[config.mk]
export PLATFORM = sky130hd
export DESIGN_NAME = cps_sqrt_cell
export DESIGN_NICKNAME = d
export VERILOG_FILES = /design/src/sv/cps_pkg.sv /design/src/sv/cps_sqrt_cell.sv
export SDC_FILE = /design/constraint.sdc
export NUM_CORES = 1
export LEC_CHECK = 0
export BUFFER_PORTS_ARGS = -buffer_cell sky130_fd_sc_hd__buf_4
export CORE_MARGIN = 8
export CORE_UTILIZATION = 53
export CTS_CLUSTER_SIZE = 24
export DETAILED_ROUTE_END_ITERATION = 8
export PLACE_DENSITY_LB_ADDON = 0.08
export SYNTH_ARGS = -nofsm -noshare
export SYNTH_HDL_FRONTEND = slang
export SYNTH_SLANG_ARGS = --single-unit
[constraint.sdc]
create_clock -name clk -period 6.2 [get_ports clk]
set_input_delay 1.24 -clock clk [delete_from_list [all_inputs] [get_ports clk]]
set_output_delay 1.24 -clock clk [all_outputs]
set_load 0.1 [all_outputs]
[src/sv/cps_pkg.sv]
// Package for the closest-point-on-segment unit: widths, codes and the
// per-stage data types shared by the cell modules and the top level.
// No dependencies.
package cps_pkg;

  localparam int CoordBits = 24;
  localparam int AlphaBits = 16;
  localparam int DiffBits  = CoordBits + 1;
  localparam int DotBits   = 2 * DiffBits + 2;
  localparam int SqBits    = 2 * DiffBits + 2;
  localparam int DistBits  = CoordBits + 1;
  localparam int RootBits  = SqBits / 2;

  typedef enum logic [1:0] {
    WHERE_INTERIOR = 2'd0,
    WHERE_START    = 2'd1,
    WHERE_END      = 2'd2,
    WHERE_DEGEN    = 2'd3
  } where_t;

  typedef logic signed [CoordBits-1:0] coord_t;
  typedef logic signed [DiffBits-1:0]  diff_t;

  // Payload that travels along the divider chain.
  typedef struct packed {
    coord_t [2:0]          q;
    coord_t [2:0]          s;
    diff_t  [2:0]          line;
    logic [DotBits-1:0]    rem;
    logic [DotBits-1:0]    den;
    logic [AlphaBits-1:0]  alpha;
    where_t                where;
  } div_t;

  // Payload that travels along the square-root chain. The partial root is
  // kept scaled by the current trial bit, so it needs the full square width.
  typedef struct packed {
    coord_t [2:0]          near;
    where_t                where;
    logic [SqBits-1:0]     rem;
    logic [SqBits-1:0]     root;
  } sqrt_t;

endpackage

[src/sv/cps_sqrt_cell.sv]
// One square-root cell: settles one bit of the root per stage.
// Depends on cps_pkg.
module cps_sqrt_cell
  import cps_pkg::*;
(
  input  logic              clk,
  input  logic              en,
  input  logic [SqBits-1:0] bit_w,
  input  sqrt_t             din,
  output sqrt_t             dout
);

  logic [SqBits:0] trial;
  sqrt_t           res;

  // Digit-by-digit root: compare rem against root + bit.
  always_comb begin
    res   = din;
    trial = {1'b0, din.rem} - ({1'b0, din.root} + {1'b0, bit_w});
    if (!trial[SqBits]) begin
      res.rem  = trial[SqBits-1:0];
      res.root = (din.root >> 1) + bit_w;
    end else begin
      res.root = din.root >> 1;
    end
  end

  always_ff @(posedge clk) begin
    if (en) begin
      dout <= res;
    end
  end

endmodule
* Word-level counts from Yosys, hierarchy flattened
Cells that the tools add are included.
Storage, ports and cells: register bits 178, input bits 232, output and inout bits 178, logic and storage cells 12
Cells by class: $add $sub $neg 3, mux-type cells 2
Operators by type and width (count):
- $add 52x52->53 | 1
- $sub 52x53->53 | 1
- $add 51x52->52 | 1
- $mux 52 | 1
- $mux 51 | 1

* Longest topological paths before layout
depth in word-level cells 3, gate-level depth with buffers 19, depth with buffers taken out 16

* Least setup slack after synthesis
No wires, ideal clock.
kind input to register, start point input bit_w[0], end point register dout[0] (netlist name) (data pin), setup time 0.260 ns, data arrival time 4.705 ns, data required time 5.940 ns, path slack 1.234 ns, stages 17, path buffers 2, cell sequence inv_1 -> fa_1 -> inv_1 -> ha_1 -> or2_2 -> fa_1 -> a21o_1 -> a221oi_2 -> o211ai_2 -> a21oi_2 -> or3_4 -> nand2_4 -> a211oi_4 -> xnor2_2 -> buf_6 -> buf_6 -> mux2_4
RTL lines:
- from (decl) | RTL line cps_sqrt_cell.sv:8 | input logic [SqBits-1:0] bit_w,
- to (signal assigned) | RTL line cps_sqrt_cell.sv:30 | dout <= res;
- to (decl) | RTL line cps_sqrt_cell.sv:10 | output sqrt_t dout

==> results.cfg <==
[floorplan]
ioPinCount = 410
dieArea_mm2 = 0.0317
die_height_um = 178
die_w_um = 178
coreArea_mm2 = 0.0259
row_count = 59
start_util = 0.537

[yosys]
synth_nets = 1792
synth_edf_count = 178
synth_ff_type = edfxtp_1
synth_cell_types = 67
synth_compound_area_frac = 0.208
synthCells = 1402
synth_area_leaders = edfxtp_1 38%, ha_1 9.4%, fa_1 7.6%
ys_seq_area_frac = 0.384
synth_top_family_by_area = compound AO/OA/AOI/OAI gates
avgSynthCellArea_um2 = 9.92
syn_area_mm2 = 0.0139
synth_mux_area_frac = 0.00612
ys_ff_latch = 178
synthArstFlopShare = 0
synth-xor-area-share = 0.0635
synthAdderAreaFrac = 0.171
post_synth_and_or_nand_nor_area_fraction = 0.103
synth.largest_area_cell = edfxtp_1
synth_top_area_frac = 0.384
yosysWarnings = 0

[global_routing]
gr-total-overflow = 0
antenna_found_initial = 0
grt_pass1_vias = 12134
met3_usage = 0.0565
grt_use_met1 = 0.339
grt_max_degree = 126
grt_pass1_wl_um = 68600
grt-busiest-layer = met2
met2_usage = 0.490
track_usage = 0.277

[power]
combPwrFrac = 0.571
vdd_ir_drop_max_uv = 281
p_per_area_mw_per_mm2 = 381
power_frac_clock = 0.175
p_seq_frac = 0.254
swShare = 0.518
power.leakage_nw = 8.18
power.switching_mw = 3.51
internal_power_mw = 3.26

[worst_hold_path]
hold_class = in2reg

[clock_network]
post-cts-setup-buffers = 0
cts.reportedPaths.clkPinSlew_ns = 0.08
tritoncts = built
htreeDepth = 4
cts-resized-gates = 0
cts_root_buf = clkbuf_16
cts.sinks = 178
clock_path_buffers = 2
numCtsBuffers = 17
hold_buffers = 0

[detailed_routing]
wl_per_cell_um = 21.3
wl_um = 45100
postRouteAntennaNets = 0
drc_errors = 0
drtIter0Drc = 848
vias = 11932
dr.pass1.iters = 7
vias_per_cell = 5.64

[layout]
regMostFlops = dout
fillerInstances = 2082
seq_area_mm2 = 0.00535
syn2layout_area_growth_pct = 27.6
largestRegisters = dout x178
largest_reg_flops = 178
multi_input_area_mm2 = 0.00769
drive_above_1_share = 0.285
antenna_cells = 0
finalNetCount = 2159
fin_util = 0.685

[critical_path]
path_class = in2reg
cp-start-kind = input pin
end_kind = flop
arrival_ns = 5.45
crit_required_ns = 6.38
path_max_fanout = 33

[placed_design]
hpwl_um = 36800
place_congestion = 0.981
pre_cts_ws_ns = 0.463
io_buffers = 409

[sta]
maxSlewHeadroom = 0.157
hold_viol = 0
post-route-period-util = 0.850
final_max_slew_viol_count = 0
setup_tns_ns = 0
setup_viol = 0
max_freq_mhz = 190
fin_crit_ns = 5.27
rsz0062_at_grt = no
timing.final.ws_setup_ns = 0.929
tightest_slew_ns = 1.27

[run]
maxCapViolations = 0

[outcome]
status = finished, final reports clean
==> through the flow <==
stage | hold slack (ns) | area [um^2] | cells | total power [mW]
2_1_floorplan | 1.34 | 13900 | 1402 | 4.69
3_5_place_dp | 1.42 | 17100 | 2085 | 5.58
4_1_cts | 0.954 | 17800 | 2117 | 6.78
3_3_place_gp | 1.42 | 17100 | 2085 | 5.55
6_report | 0.975 | 17800 | 2117 | 6.76
5_1_grt | 0.947 | 17800 | 2117 | 7.05
==> Yosys cell counts, types with 6 or more instances <==
cell      instances
nor2_1           74
nor2b_1           7
a31oi_1          12
a21oi_1         114
clkbuf_1         49
o21ai_1          51
ha_1            105
nand4_1          32
nor3_1           15
a211oi_1          6
nand3_1          17
a21o_1           83
a21oi_2          31
xnor2_1          52
o21a_1            9
nand2_1         136
o21bai_1         22
o31ai_1           6
fa_1             53
o211ai_1         10
o21ai_0          66
edfxtp_1        178
buf_6            16
inv_1           133
xor2_1           47
==> worst max-delay path: stages <==
cell and delay [ns]:
buf_4 0.09, inv_1 0.05, fa_1 0.58, inv_1 0.06, ha_1 0.19, or2_2 0.28, fa_1 0.39, a21o_1 0.23
a221oi_2 0.34, o211ai_2 0.18, a21oi_2 0.20, or3_4 0.17, nand2_4 0.06, a211oi_4 0.30, xnor2_4 0.49, buf_4 0.45
o21ai_1 0.12
==> path summary, 6_finish.rpt <==
check	slack, ns	cells past startpoint	start	endpoint
worst max-delay path	0.93	17	bit_w[0]	dout[6]
worst min-delay path	0.97	1	din[164]	dout[164]
==> cell type report <==
class | count | area share
Multi-Input combinational cell | 1022 | 0.433
Sequential cell | 178 | 0.301
Timing Repair Buffer | 417 | 0.179
Inverter | 133 | 0.0281
Clock buffer | 17 | 0.0240
Tap cell | 335 | 0.0236
Clock inverter | 15 | 0.0116
==> metal layers <==
metal,share of wire,up-vias,wire (um)
met5,0,-,0
met4,0.020,0,911
met3,0.075,49,3400
met2,0.51,488,22900
met1,0.40,5662,17900
li1,-,5733,-
==> layout by cell type, fill, tap and decap left out, types with 4 or more instances in the layout <==
master,instances
a211oi_1,6
fa_1,53
a21oi_2,31
o21bai_1,22
nand2_1,136
and4_1,5
o21ai_1,51
a31oi_1,12
nand3_1,17
buf_4,413
o211ai_1,10
edfxtp_1,178
mux2_4,5
o21ai_0,66
xnor2_1,52
a21o_1,83
o21a_1,9
and3_1,5
ha_1,105
inv_1,133
o31a_1,4
o31ai_1,6
nor2b_1,7
xor2_1,47
nor2_1,74
nor3_1,15
nand4_1,32
clkbuf_16,17
clkinv_8,5
a21oi_1,114
==> power by group through the flow <==
stage	logic (mW)	registers [mW]	clock network, mW
2_1_floorplan	1.34	3.35	0
3_3_place_gp	3.82	1.74	0
3_5_place_dp	3.85	1.74	0
4_1_cts	3.86	1.72	1.20
5_1_grt	4.07	1.73	1.25
6_report	3.86	1.71	1.18
==> cells by family (layout without fill, tap and decap cells) <==
kind of cell,Yosys count,after routing
AOI/OAI and AO/OA,446,446
xor gates and xnor gates,100,100
adders and majority gates,158,158
buffers and inverters,202,582
DFF,178,178
muxes,6,6
and+or+nand+nor,312,312
Note: power is estimated with default switching activity, not from simulation.
