`src/sv/cps_pkg.sv`:
```
// Package for the closest-point-on-segment unit: widths, codes and the
// per-stage data types shared by the cell modules and the top level.
// No dependencies.
package cps_pkg;

  localparam int CoordBits = 24;
  localparam int AlphaBits = 16;
  localparam int DiffBits  = CoordBits + 1;
  localparam int DotBits   = 2 * DiffBits + 2;
  localparam int SqBits    = 2 * DiffBits + 2;
  localparam int DistBits  = CoordBits + 1;
  localparam int RootBits  = SqBits / 2;

  typedef enum logic [1:0] {
    WHERE_INTERIOR = 2'd0,
    WHERE_START    = 2'd1,
    WHERE_END      = 2'd2,
    WHERE_DEGEN    = 2'd3
  } where_t;

  typedef logic signed [CoordBits-1:0] coord_t;
  typedef logic signed [DiffBits-1:0]  diff_t;

  // Payload that travels along the divider chain.
  typedef struct packed {
    coord_t [2:0]          q;
    coord_t [2:0]          s;
    diff_t  [2:0]          line;
    logic [DotBits-1:0]    rem;
    logic [DotBits-1:0]    den;
    logic [AlphaBits-1:0]  alpha;
    where_t                where;
  } div_t;

  // Payload that travels along the square-root chain. The partial root is
  // kept scaled by the current trial bit, so it needs the full square width.
  typedef struct packed {
    coord_t [2:0]          near;
    where_t                where;
    logic [SqBits-1:0]     rem;
    logic [SqBits-1:0]     root;
  } sqrt_t;

endpackage

```
`src/sv/cps_div_cell.sv`:
```
// One restoring-division cell: produces one quotient bit of alpha.
// Depends on cps_pkg.
module cps_div_cell
  import cps_pkg::*;
(
  input  logic clk,
  input  logic en,
  input  div_t din,
  output div_t dout
);

  logic [DotBits:0] shifted;
  logic [DotBits:0] trial;
  div_t             res;

  // Shift the remainder and try a subtract of the divisor.
  always_comb begin
    shifted = {din.rem, 1'b0};
    trial   = shifted - {1'b0, din.den};
    res     = din;
    if (!trial[DotBits]) begin
      res.rem   = trial[DotBits-1:0];
      res.alpha = {din.alpha[AlphaBits-2:0], 1'b1};
    end else begin
      res.rem   = shifted[DotBits-1:0];
      res.alpha = {din.alpha[AlphaBits-2:0], 1'b0};
    end
  end

  always_ff @(posedge clk) begin
    if (en) begin
      dout <= res;
    end
  end

endmodule

```
`config.mk`:
```
export PLATFORM = sky130hd
export DESIGN_NAME = cps_div_cell
export DESIGN_NICKNAME = d
export VERILOG_FILES = /design/src/sv/cps_pkg.sv /design/src/sv/cps_div_cell.sv
export SDC_FILE = /design/constraint.sdc
export NUM_CORES = 1
export LEC_CHECK = 0
export BUFFER_PORTS_ARGS = -buffer_cell sky130_fd_sc_hd__buf_2
export CORE_AREA = 8 8 262 264
export CTS_CLUSTER_DIAMETER = 150
export DETAILED_ROUTE_END_ITERATION = 6
export DIE_AREA = 0 0 270 272
export PLACE_DENSITY = 0.41
export SLEW_MARGIN = 20
export SYNTH_ARGS = -nofsm -noshare
export SYNTH_HDL_FRONTEND = slang
export SYNTH_SLANG_ARGS = --single-unit
export TNS_END_PERCENT = 50
```
`constraint.sdc`:
```
create_clock -name clk -period 5.6 [get_ports clk]
set_clock_uncertainty 0.2 [all_clocks]
set_input_delay 0.84 -clock clk [delete_from_list [all_inputs] [get_ports clk]]
set_output_delay 0.84 -clock clk [all_outputs]
set_load 0.02 [all_outputs]
```
==> After elaboration in Yosys (flattened, before gate mapping) <==
Index checks and enable logic that the tools add are counted.
{ "classes": {"n_addsub": 1, "mux": 2} }
{ "ops": {"columns": ["cell", "n"], "rows": [
  ["53-bit by 52-bit subtractor with 53-bit output", 1],
  ["52-bit two-way mux", 1],
  ["1-bit two-way mux", 1]
]} }
{ "totals": {"register_bits": 341, "out_inout_bits": 341, "word_cells": 17} }

==> Logic depth before layout (Yosys ltp) <==
Gate-level depths: netlist of the first run.
{ "depth": {"ltp_word": 2, "depth_mapped": 15} }

==> Least setup slack after synthesis of the first run <==
OpenSTA, ideal clock, no wires.
{ "synth_path": {"kind": "input to register", "from": "in din[25] in the netlist's numbering", "to": "reg dout[116] in the netlist's numbering (data pin)", "setup_ns": 0.255, "arrival_ns": 3.446, "required_time_ns": 5.145, "setup_slack_ns": 1.698, "cell_stages": 12, "path_buffers": 0, "path_cell_list": "inv_1 -> ha_1 -> a211o_1 -> a221o_1 -> a31oi_4 -> o22ai_2 -> o31ai_4 -> o221ai_2 -> a31oi_4 -> nor3_2 -> or3_1 -> a31o_1"} }
{ "synth_rtl": {"columns": ["item", "line_no", "source"], "rows": [
  ["start, declared", "cps_div_cell.sv:8", "input div_t din,"],
  ["end signal, assigned", "cps_div_cell.sv:32", "dout <= res;"],
  ["end, declared", "cps_div_cell.sv:9", "output div_t dout"]
]} }

==> results of run 1 <==
==> cells by family after synthesis <==
family          count (synthesis)  synth area share [%]
xor+xnor                       49                  3.13
mux                            17                  1.36
simple gates                  160                  5.26
compound gates                207                  9.62
flops                         341                  73.4
fa+ha+maj                      52                  4.71
buf+inv                        91                  2.56
==> path summary, 6_finish.rpt <==
kind	endpoint	slack [ns]	from	cells past startpoint
min	dout[259]	0.26	din[259]	1
max	dout[117]	1.24	din[22]	13
==> cells in the final DEF (no fill, tap or decap), drive strengths merged, types with 3 or more instances in the layout <==
| cell type | instances |
|---|---|
| edfxtp | 341 |
| nand3 | 12 |
| nor3 | 7 |
| ha | 51 |
| nor2b | 7 |
| xnor2 | 31 |
| o211ai | 4 |
| nand4 | 12 |
| mux2 | 16 |
| bufinv | 4 |
| clkbuf | 48 |
| a21boi | 5 |
| clkinv | 17 |
| o21ai | 30 |
| xor2 | 18 |
| a211oi | 5 |
| o21a | 7 |
| and3 | 6 |
| a31oi | 6 |
| o21bai | 10 |
| o31ai | 3 |
| diode | 11 |
| a21o | 25 |
| a21oi | 91 |
| o221ai | 3 |
| inv | 64 |
| nand2 | 42 |
| buf | 690 |
| nor2 | 62 |
==> report_power, final <==
group / switching (mW) / leakage (nW) / total [mW] / internal, mW
Combinational: 0.891 / 4.49 / 1.35 / 0.455
Clock: 1.09 / 0.649 / 2.68 / 1.59
Sequential: 0.0590 / 3.34 / 3.16 / 3.10
==> synth_stat cells (2+ instances only) <==
cell type	count	area, um^2
sky130_fd_sc_hd__or3_1	2	12.5
sky130_fd_sc_hd__o211ai_1	4	30.0
sky130_fd_sc_hd__nand2_1	42	158
sky130_fd_sc_hd__mux2_2	9	101
sky130_fd_sc_hd__nor2b_1	7	43.8
sky130_fd_sc_hd__nor2_1	62	233
sky130_fd_sc_hd__and3_1	6	37.5
sky130_fd_sc_hd__ha_1	51	638
sky130_fd_sc_hd__o41ai_1	2	17.5
sky130_fd_sc_hd__a21oi_1	91	455
sky130_fd_sc_hd__edfxtp_1	341	10200
sky130_fd_sc_hd__clkbuf_1	17	63.8
sky130_fd_sc_hd__a21o_1	25	188
sky130_fd_sc_hd__o21ai_0	28	140
sky130_fd_sc_hd__xor2_1	18	158
sky130_fd_sc_hd__o21bai_1	10	75.1
sky130_fd_sc_hd__a31oi_1	4	25.0
sky130_fd_sc_hd__nand2b_1	2	12.5
sky130_fd_sc_hd__o21ai_1	2	10.0
sky130_fd_sc_hd__a211oi_1	4	30.0
sky130_fd_sc_hd__xnor2_1	30	263
sky130_fd_sc_hd__nand4_1	12	75.1
sky130_fd_sc_hd__and4_1	2	17.5
sky130_fd_sc_hd__o221ai_1	2	17.5
sky130_fd_sc_hd__a41oi_1	2	17.5
sky130_fd_sc_hd__nand3_1	12	60.1
sky130_fd_sc_hd__nor3_1	6	30.0
sky130_fd_sc_hd__inv_1	63	236
sky130_fd_sc_hd__buf_2	10	50.1
sky130_fd_sc_hd__a21boi_0	5	37.5
sky130_fd_sc_hd__mux2_1	7	78.8
sky130_fd_sc_hd__o21a_1	7	52.6
sky130_fd_sc_hd__o2111ai_1	2	17.5
sky130_fd_sc_hd__a31oi_4	2	42.5
==> per-stage QoR <==
step / worst slack [ns] / power [mW] / hold WS, ns / util [%]
finish: 1.24 / 7.18 / 0.258 / 30.6
detailed placement: 0.619 / 4.59 / 0.818 / 28.5
floorplan: 1.70 / 3.94 / 0.739 / -
global route: 1.03 / 7.51 / 0.212 / 30.5
CTS: 1.21 / 7.34 / 0.206 / 30.5
global placement: 0.620 / 4.59 / 0.818 / 28.5
==> cell type report <==
cell class                      instances  area [um^2]
Antenna cell                           11         27.5
Clock buffer                           48         1090
Clock inverter                         23          244
Fill cell                            6706        45000
Inverter                               63          236
Multi-Input combinational cell        485         3370
Sequential cell                       341        10200
Tap cell                              864         1080
Timing Repair Buffer                  690         3520
==> layer usage <==
layer,GRT usage (%),vias up,wire [um]
met2,29.6,432,32400
met4,5.78,50,2270
met3,7.93,121,6560
met5,0,-,317
li1,-,4886,-
met1,15.5,4986,20700
==> critical path, delay by kind of cell <==
family / cells / cell delay (ns)
muxes: 1 / 0.39
buffers and inverters: 3 / 0.60
AOI/OAI and AO/OA: 7 / 2.03
adders and majority gates: 1 / 0.37
xor gates and xnor gates: 1 / 0.21
==> flow_metrics.tcl, run 1 <==
set metrics [dict create \
    antenna_violations_before_repair 36 \
    die_height_um 272 \
    final_cell_count_no_fill 2525 \
    max_stage_delay_ns 0.46 \
    post_cts.resized_instances 0 \
    globalplace.congestion 0.880 \
    detailedRoute.firstIterationViolations 615 \
    timing.setup.critical_path_class "input pin to flop" \
    tritoncts.num_buffers 42 \
    drc 0 \
    synth_seq_cells 341 \
    clkSlewWorstSetupHoldPaths_ns 0.06 \
    synth_sequential_area_ratio_pct 73.4 \
    starting_utilization_of_the_core_area_pct 21.5 \
    core.rowCount 94 \
    slew-limit-headroom_pct 50.4 \
    data_required_time_of_the_worst_path_ns 5.69 \
    largest_register_ffs 341 \
    placed_cells_incl_taps 2443 \
    post_synth_instance_area_mm2 0.0140 \
    die-area_mm2 0.0734 \
    clock_tree_from_tritoncts "yes" \
    grt_setup_unrepaired "no" \
    tightest_slew_ns 0.744 \
    total_neg_setup_slack_ns 0 \
    clock-root-buffer "sky130_fd_sc_hd__clkbuf_16" \
    final-hold-violation-count 0 \
    max-vdd-ir-drop_mv 0.206 \
    first_pass_grt_wire_length_um 85000 \
    route.vias.total 10500 \
    setup_viol_count_final 0 \
    async_reset_ff_share_pct 0 \
    finalInstanceArea_mm2 0.0198 \
    yosys_warnings 0 \
    setup.worst_path.end_class "flop" \
    placement.io_buffers 682 \
    synthesis.instances 917 \
    maxCapViolCount 0 \
    timing.critical_path.arrival_ns 4.45 \
    route.detailed.wl_per_inst_um 24.7 \
    timing.critical_path.cells "buf_2, inv_1, ha_1, o21ai_0, o21bai_1, a31oi_4, a211oi_2, o221ai_1, a211oi_1, o21ai_1, xnor2_4, buf_4, mux2_2" \
    pin_count_of_the_biggest_net_entering_global_routing 115 \
    timing.critical_path.slowest_stage_cell "sky130_fd_sc_hd__o21bai_1" \
    gr-total-overflow 0 \
    post_cts.repair.setup_buffers 0 \
    core_mm2 0.0648 \
    groute.usage.overall_pct 16.1 \
    drive_gt1_share_pct 46.5 \
    post_dp_cell_area_mm2 0.0185 \
    synth_to_final_area_change_pct 42.0 \
    floorplan.die.width_um 270 \
    min_tclk_post_route_ns 4.36 \
    post_cts_hold_buffer_count 0 \
    detailedRoute.firstPassIterationCount 5 \
    most_flops_register "dout" \
    dominantRegCellSynth "sky130_fd_sc_hd__edfxtp_1" \
    critical_path_peak_fanout 39 \
    synth_enable_flop_cells 341 \
    top_regs "dout (341)" \
    status "completed" \
    ctsHtreeMaxLevel 2 \
    via_per_inst 4.15 \
    cts_max_path_buffers 3 \
    fmaxAchievable_mhz 230 \
    pwr_density_cell_mw_per_mm2 362 \
    ys_types 62 \
    via_count_of_the_first_global_routing_pass 10800 \
    finalMaxSlewViolations 0 \
    place_hpwl_um 51500 \
    drt_wl_total_um 62300 \
    cts.sink_count 341 \
    detail-route-antenna-nets 0 \
    cp-start-kind "input pin" \
    pin_count 684 \
    cellLeakagePower_nw 8.48 \
    synth.net_count 1312 \
    postSynthAreaPerCell_um2 15.2 \
    hp-class "input pin to flop" \
    num-nets-final 2018 \
    post_route_clock_period_utilization_pct 77.8 \
]
No activity file was read; power rests on OpenSTA's default activity.
==> run 2: changes to the inputs <==
- CORE_AREA: 8 8 262 264 -> 8 8 258 260
- DIE_AREA: 0 0 270 272 -> 0 0 266 268
- PLACE_DENSITY: 0.41 -> 0.42
- clock period: 5.6 -> 4.2 ns (I/O delays scaled with it)
==> run 2 against run 1 <==
  * Die area is 2.9% lower
  * Clock power is 32% higher
  * Sequential share of layout area is 2.5 points lower
  * Global-route usage is 0.64 points higher
  * Highest routed layer unchanged
==> flow_metrics.tcl, run 2 (synthesis gave the netlist of run 1 again) <==
set metrics [dict create \
    power.share.combinational_pct 20.0 \
    cellLeakagePower_nw 9.03 \
    top_regs "dout (341)" \
    first_pass_grt_wire_length_um 85900 \
    placed_cells_incl_taps 2495 \
    timing.hold.worst_endpoint "dout[326]" \
    detailedRoute.firstIterationViolations 819 \
    data_required_time_of_the_worst_path_ns 4.29 \
    switching_share_pct 28.7 \
    gr-total-overflow 0 \
    min_tclk_post_route_ns 3.67 \
    pwr_density_cell_mw_per_mm2 466 \
    max_stage_delay_ns 0.43 \
    min_path_cells 1 \
    worstPathBufferInverterCount 3 \
    die-area_mm2 0.0713 \
    setup_viol_count_final 0 \
    total_power_mw 9.70 \
    path_common_cell "sky130_fd_sc_hd__a211oi_1" \
    timing.critical_path.arrival_ns 3.76 \
    largest_register_ffs 341 \
    core.rowCount 92 \
    setup.worst_path.end_class "flop" \
    dp_slack_ns -0.171 \
    slew-limit-headroom_pct 54.9 \
    final_critical_path_setup_slack_ns 0.532 \
    clock-root-buffer "sky130_fd_sc_hd__clkbuf_16" \
    status "completed" \
    pin_count 684 \
    drt_wl_total_um 63300 \
    mostFrequentLayoutCells "681 x sky130_fd_sc_hd__buf_2, 341 x sky130_fd_sc_hd__edfxtp_1, 91 x sky130_fd_sc_hd__a21oi_1" \
    drive_gt1_share_pct 47.5 \
    via_count_of_the_first_global_routing_pass 11400 \
    power.share.sequential_pct 43.4 \
    cts.sink_count 341 \
    die_height_um 268 \
    power_switching_mw 2.78 \
    power_report.internal_total_mw 6.91 \
    via_per_inst 4.17 \
    place_hpwl_um 52500 \
    placement.io_buffers 682 \
    tightest_slew_ns 0.676 \
    maxCapViolCount 0 \
    drc 0 \
    multi_input_area_mm2 0.00337 \
    core_mm2 0.0624 \
    worst_hold_startpoint "din[326]" \
    pin_count_of_the_biggest_net_entering_global_routing 97 \
    ff_latch_area_mm2 0.0102 \
    final-hold-violation-count 0 \
    timing.critical_path.slowest_stage_cell "sky130_fd_sc_hd__fa_1" \
    fmaxAchievable_mhz 273 \
    route.detailed.wl_per_inst_um 24.1 \
    critical_path_peak_fanout 23 \
    clock_tree_from_tritoncts "yes" \
    starting_utilization_of_the_core_area_pct 22.4 \
    critical-path-top-delay-family "compound AO/OA/AOI/OAI gates" \
    fillers 6348 \
    groute.usage.overall_pct 16.7 \
    clock_power_share_pct 36.5 \
    timing.critical_path.cells "buf_2, inv_1, fa_1, a211oi_1, o21bai_1, a31oi_4, a211oi_2, o221ai_1, a211oi_1, o21ai_1, xnor2_4, buf_12, mux2_2" \
    post_route_clock_period_utilization_pct 87.3 \
    ctsHtreeMaxLevel 2 \
    route.vias.total 11000 \
    cp-start-kind "input pin" \
    detailedRoute.firstPassIterationCount 6 \
    grt_setup_unrepaired "no" \
    antenna_violations_before_repair 38 \
    num-nets-final 2136 \
    post_cts.repair.setup_buffers 0 \
    fin_util_pct 33.4 \
    most_flops_register "dout" \
    hp-class "input pin to flop" \
    tritoncts.num_buffers 42 \
    final_cell_count_no_fill 2629 \
    timing.setup.critical_path_class "input pin to flop" \
    globalplace.congestion 0.934 \
    detail-route-antenna-nets 0 \
    floorplan.die.width_um 266 \
    finalMaxSlewViolations 0 \
    clkSlewWorstSetupHoldPaths_ns 0.06 \
    max-vdd-ir-drop_mv 0.261 \
    synth_to_final_area_change_pct 49.2 \
    layout_commonest_cell "sky130_fd_sc_hd__buf_2" \
    cts_max_path_buffers 3 \
]
run 2: cell count changes in the layout (fill, tap and decap cells not counted), sizes merged:
| cell | before | now |
|---|---|---|
| clkinvlp | 1 | 0 |
| dlygate4sd3 | 0 | 48 |
| buf | 690 | 760 |
| bufinv | 4 | 3 |
| clkinv | 17 | 20 |
| clkbuf | 48 | 51 |
run 2: through the flow:
stage | cell area [um^2] | TNS (ns) | hold WS [ns]
after floorplan | 14000 | 0 | 0.529
final | 20800 | 0 | 0.0479
after detailed placement | 19000 | -1.67 | 0.608
after CTS | 20800 | 0 | 0.000126
after global placement | 19000 | -0.849 | 0.607
after global routing | 20800 | 0 | 0.00312
run 2: layout make-up:
cell class	instances	area share (%)
Tap cell	846	5.08
Multi-Input combinational cell	485	16.2
Inverter	63	1.14
Antenna cell	11	0.132
Timing Repair Buffer	808	21.9
Clock inverter	24	1.09
Sequential cell	341	49.2
Clock buffer	51	5.31
run 2: what timing repair did:
| action | 4_1_cts | 5_1_grt |
|---|---|---|
| endpoints found under the hold margin | 48 | 0 |
| resized for setup | 0 | 0 |
| hold buffers | 48 | 0 |
run 2: layer usage:
layer | GRT usage [%] | vias up | routed length (um)
met5 | 0 | - | 233
met4 | 5.96 | 34 | 2170
met3 | 7.73 | 115 | 6730
met2 | 30.3 | 453 | 32500
met1 | 16.8 | 5232 | 21700
li1 | - | 5134 | -
run 2: power groups by stage:
stage / sequential (mW) / clock, mW / combinational [mW]
final: 4.21 / 3.54 / 1.94
after global routing: 4.24 / 3.79 / 2.09
after CTS: 4.22 / 3.69 / 1.99
after detailed placement: 4.28 / 0 / 1.94
after global placement: 4.28 / 0 / 1.94
after floorplan: 4.70 / 0 / 0.548
run 2: worst max-delay path by stage:
| stage | startpoint | depth (start not counted) | slack (ns) | endpoint |
|---|---|---|---|---|
| 2_1_floorplan | din[25] | 12 | 0.51 | dout[116] |
| 3_3_place_gp | din[19] | 14 | -0.14 | dout[121] |
| 3_5_place_dp | din[19] | 14 | -0.17 | dout[121] |
| 4_1_cts | din[19] | 14 | 0.43 | dout[121] |
| 5_1_grt | din[19] | 14 | 0.33 | dout[121] |
| 6_report | din[19] | 13 | 0.53 | dout[95] |
==> run 3: changes to the inputs <==
- CORE_AREA: 8 8 258 260 -> 8 8 262 264
- DIE_AREA: 0 0 266 268 -> 0 0 270 272
- PLACE_DENSITY: 0.42 -> 0.5
- clock period: 4.2 -> 3.19 ns (I/O delays scaled with it)
==> run 3 against run 2 <==
  * Sequential cell count unchanged
  * Hold slack got worse by 0.0097 ns
  * Count of clock-buffer cells in the layout decreased by 3
  * Critical path depth increased by 1
  * Routed wire length increased by 9.2%
  * Combinational power increased by 63%
  * Sequential power increased by 32%
  * Core utilization increased by 4.7 points
  * Power increased by 38%
==> flow_metrics.tcl, run 3 (synthesis gave the netlist of run 1 again) <==
set metrics [dict create \
    status "completed" \
    total_neg_setup_slack_ns 0 \
    pin_count 684 \
    setup.worst_path.end_class "flop" \
    gr-total-overflow 0 \
    post_dp_cell_area_mm2 0.0202 \
    hp-class "input pin to flop" \
    setup_viol_count_final 0 \
    detail-route-antenna-nets 0 \
    antenna_violations_before_repair 31 \
    pwr_density_cell_mw_per_mm2 544 \
    via_per_inst 4.14 \
    final-hold-violation-count 0 \
    fmaxAchievable_mhz 314 \
    clock_power_share_pct 35.0 \
    tritoncts.num_buffers 41 \
    drive_gt1_share_pct 47.7 \
    drt_wl_total_um 69200 \
    power.share.combinational_pct 23.6 \
    synth_to_final_area_change_pct 76.9 \
    die_height_um 272 \
    maxCapViolCount 0 \
    finalMaxSlewViolations 0 \
    detailedRoute.firstIterationViolations 786 \
    finalInstanceArea_mm2 0.0247 \
    globalplace.congestion 0.930 \
    ctsHtreeMaxLevel 2 \
    slew-limit-headroom_pct 62.2 \
    pin_count_of_the_biggest_net_entering_global_routing 62 \
    power_report.internal_total_mw 9.57 \
    timing.setup.critical_path_class "input pin to flop" \
    post_route_clock_period_utilization_pct 99.9 \
    place_hpwl_um 55200 \
    cp-start-kind "input pin" \
    min_tclk_post_route_ns 3.19 \
    clock-root-buffer "sky130_fd_sc_hd__clkbuf_16" \
    mostFrequentLayoutCells "678 x sky130_fd_sc_hd__buf_2, 341 x sky130_fd_sc_hd__edfxtp_1, 288 x sky130_fd_sc_hd__dlygate4sd3_1" \
    cellLeakagePower_nw 10.7 \
    most_flops_register "dout" \
    grt_setup_unrepaired "yes" \
    route.detailed.wl_per_inst_um 22.9 \
    switching_share_pct 28.7 \
    placement.io_buffers 682 \
    cts.sink_count 341 \
    starting_utilization_of_the_core_area_pct 21.5 \
    groute.usage.overall_pct 17.9 \
    power.share.sequential_pct 41.4 \
    largest_register_ffs 341 \
    first_pass_grt_wire_length_um 96600 \
    clock_tree_from_tritoncts "yes" \
    timing.critical_path.arrival_ns 3.29 \
    detailedRoute.firstPassIterationCount 5 \
    layout_commonest_cell "sky130_fd_sc_hd__buf_2" \
    via_count_of_the_first_global_routing_pass 13600 \
    clkSlewWorstSetupHoldPaths_ns 0.06 \
    cts_max_path_buffers 3 \
    core.rowCount 94 \
    max-vdd-ir-drop_mv 0.388 \
    critical_path_peak_fanout 4 \
    top_regs "dout (341)" \
    core_mm2 0.0648 \
    data_required_time_of_the_worst_path_ns 3.29 \
    floorplan.die.width_um 270 \
    drc 0 \
    power_switching_mw 3.85 \
    route.vias.total 12500 \
    num-nets-final 2505 \
    die-area_mm2 0.0734 \
    tightest_slew_ns 0.566 \
]
==> run 3: changes by cell type in the layout (fill, tap and decap cells not counted), sizes merged, moves of 2 or more <==
cell,delta
diode,+2
inv,+2
buf,+129
dlygate4sd3,+240
clkinvlp,+3
clkbuf,-3
clkinv,-6
==> run 3: metal layers <==
layer	GRT usage, %	vias to the layer above	part of all wire [%]
met5	0	-	0.25
met4	7.51	26	4.5
met3	7.71	120	9.3
met2	31.6	494	50
met1	18.5	6001	36
li1	-	5858	-
==> run 3: worst paths after layout <==
check	from	end	cells past startpoint	slack [ns]
min	din[18]	dout[18]	2	0.04
max	din[76]	dout[116]	14	0.002
==> run 3: power by group through the flow <==
stage / clock (mW) / combinational, mW / sequential [mW]
after floorplan: 0 / 0.793 / 6.19
after CTS: 4.86 / 3.20 / 5.56
after detailed placement: 0 / 2.82 / 5.65
after global routing: 5.02 / 3.39 / 5.60
final: 4.69 / 3.17 / 5.56
after global placement: 0 / 2.81 / 5.65
==> run 3: critical path, stage by stage <==
cell and delay [ns]:
sky130_fd_sc_hd__buf_2 0.13, sky130_fd_sc_hd__ha_4 0.25, sky130_fd_sc_hd__a211o_1 0.26, sky130_fd_sc_hd__a221o_1 0.36, sky130_fd_sc_hd__a31oi_4 0.23, sky130_fd_sc_hd__buf_4 0.17, sky130_fd_sc_hd__buf_4 0.11, sky130_fd_sc_hd__o22ai_2 0.09
sky130_fd_sc_hd__o31ai_4 0.26, sky130_fd_sc_hd__o221ai_2 0.20, sky130_fd_sc_hd__a31oi_4 0.21, sky130_fd_sc_hd__nor3_2 0.05, sky130_fd_sc_hd__or3_1 0.31, sky130_fd_sc_hd__a31o_1 0.18
==> run 3: area by class of cell <==
cell class	instances	area [um^2]
fill	6256	40100
sequential	341	10200
timing repair buffer	1178	8020
multi-input combinational	485	3740
tap	864	1080
clock buffer	48	1070
clock inverter	24	263
inverter	63	244
antenna	13	32.5
==> run 3: repair_timing <==
action	in CTS	in global routing
gates resized for setup	16	22
buffers inserted	4	1
pin swaps	12	5
endpoints found under the setup margin	32	46
endpoints found under the hold margin	288	0
gates cloned	1	0
hold buffers	288	0
==> run 3: per-stage QoR <==
step / util, % / setup slack, ns / power, mW / instances / hold WS, ns
after CTS: 37.9 / 0.00309 / 13.6 / 3002 / 0.00102
after global routing: 38.1 / -0.101 / 14.0 / 3012 / 0.0200
after global placement: 31.2 / -0.857 / 8.46 / 2637 / 0.456
final: 38.1 / 0.00217 / 13.4 / 3016 / 0.0382
after detailed placement: 31.2 / -0.884 / 8.46 / 2637 / 0.457
after floorplan: - / -0.0958 / 6.99 / 917 / 0.377
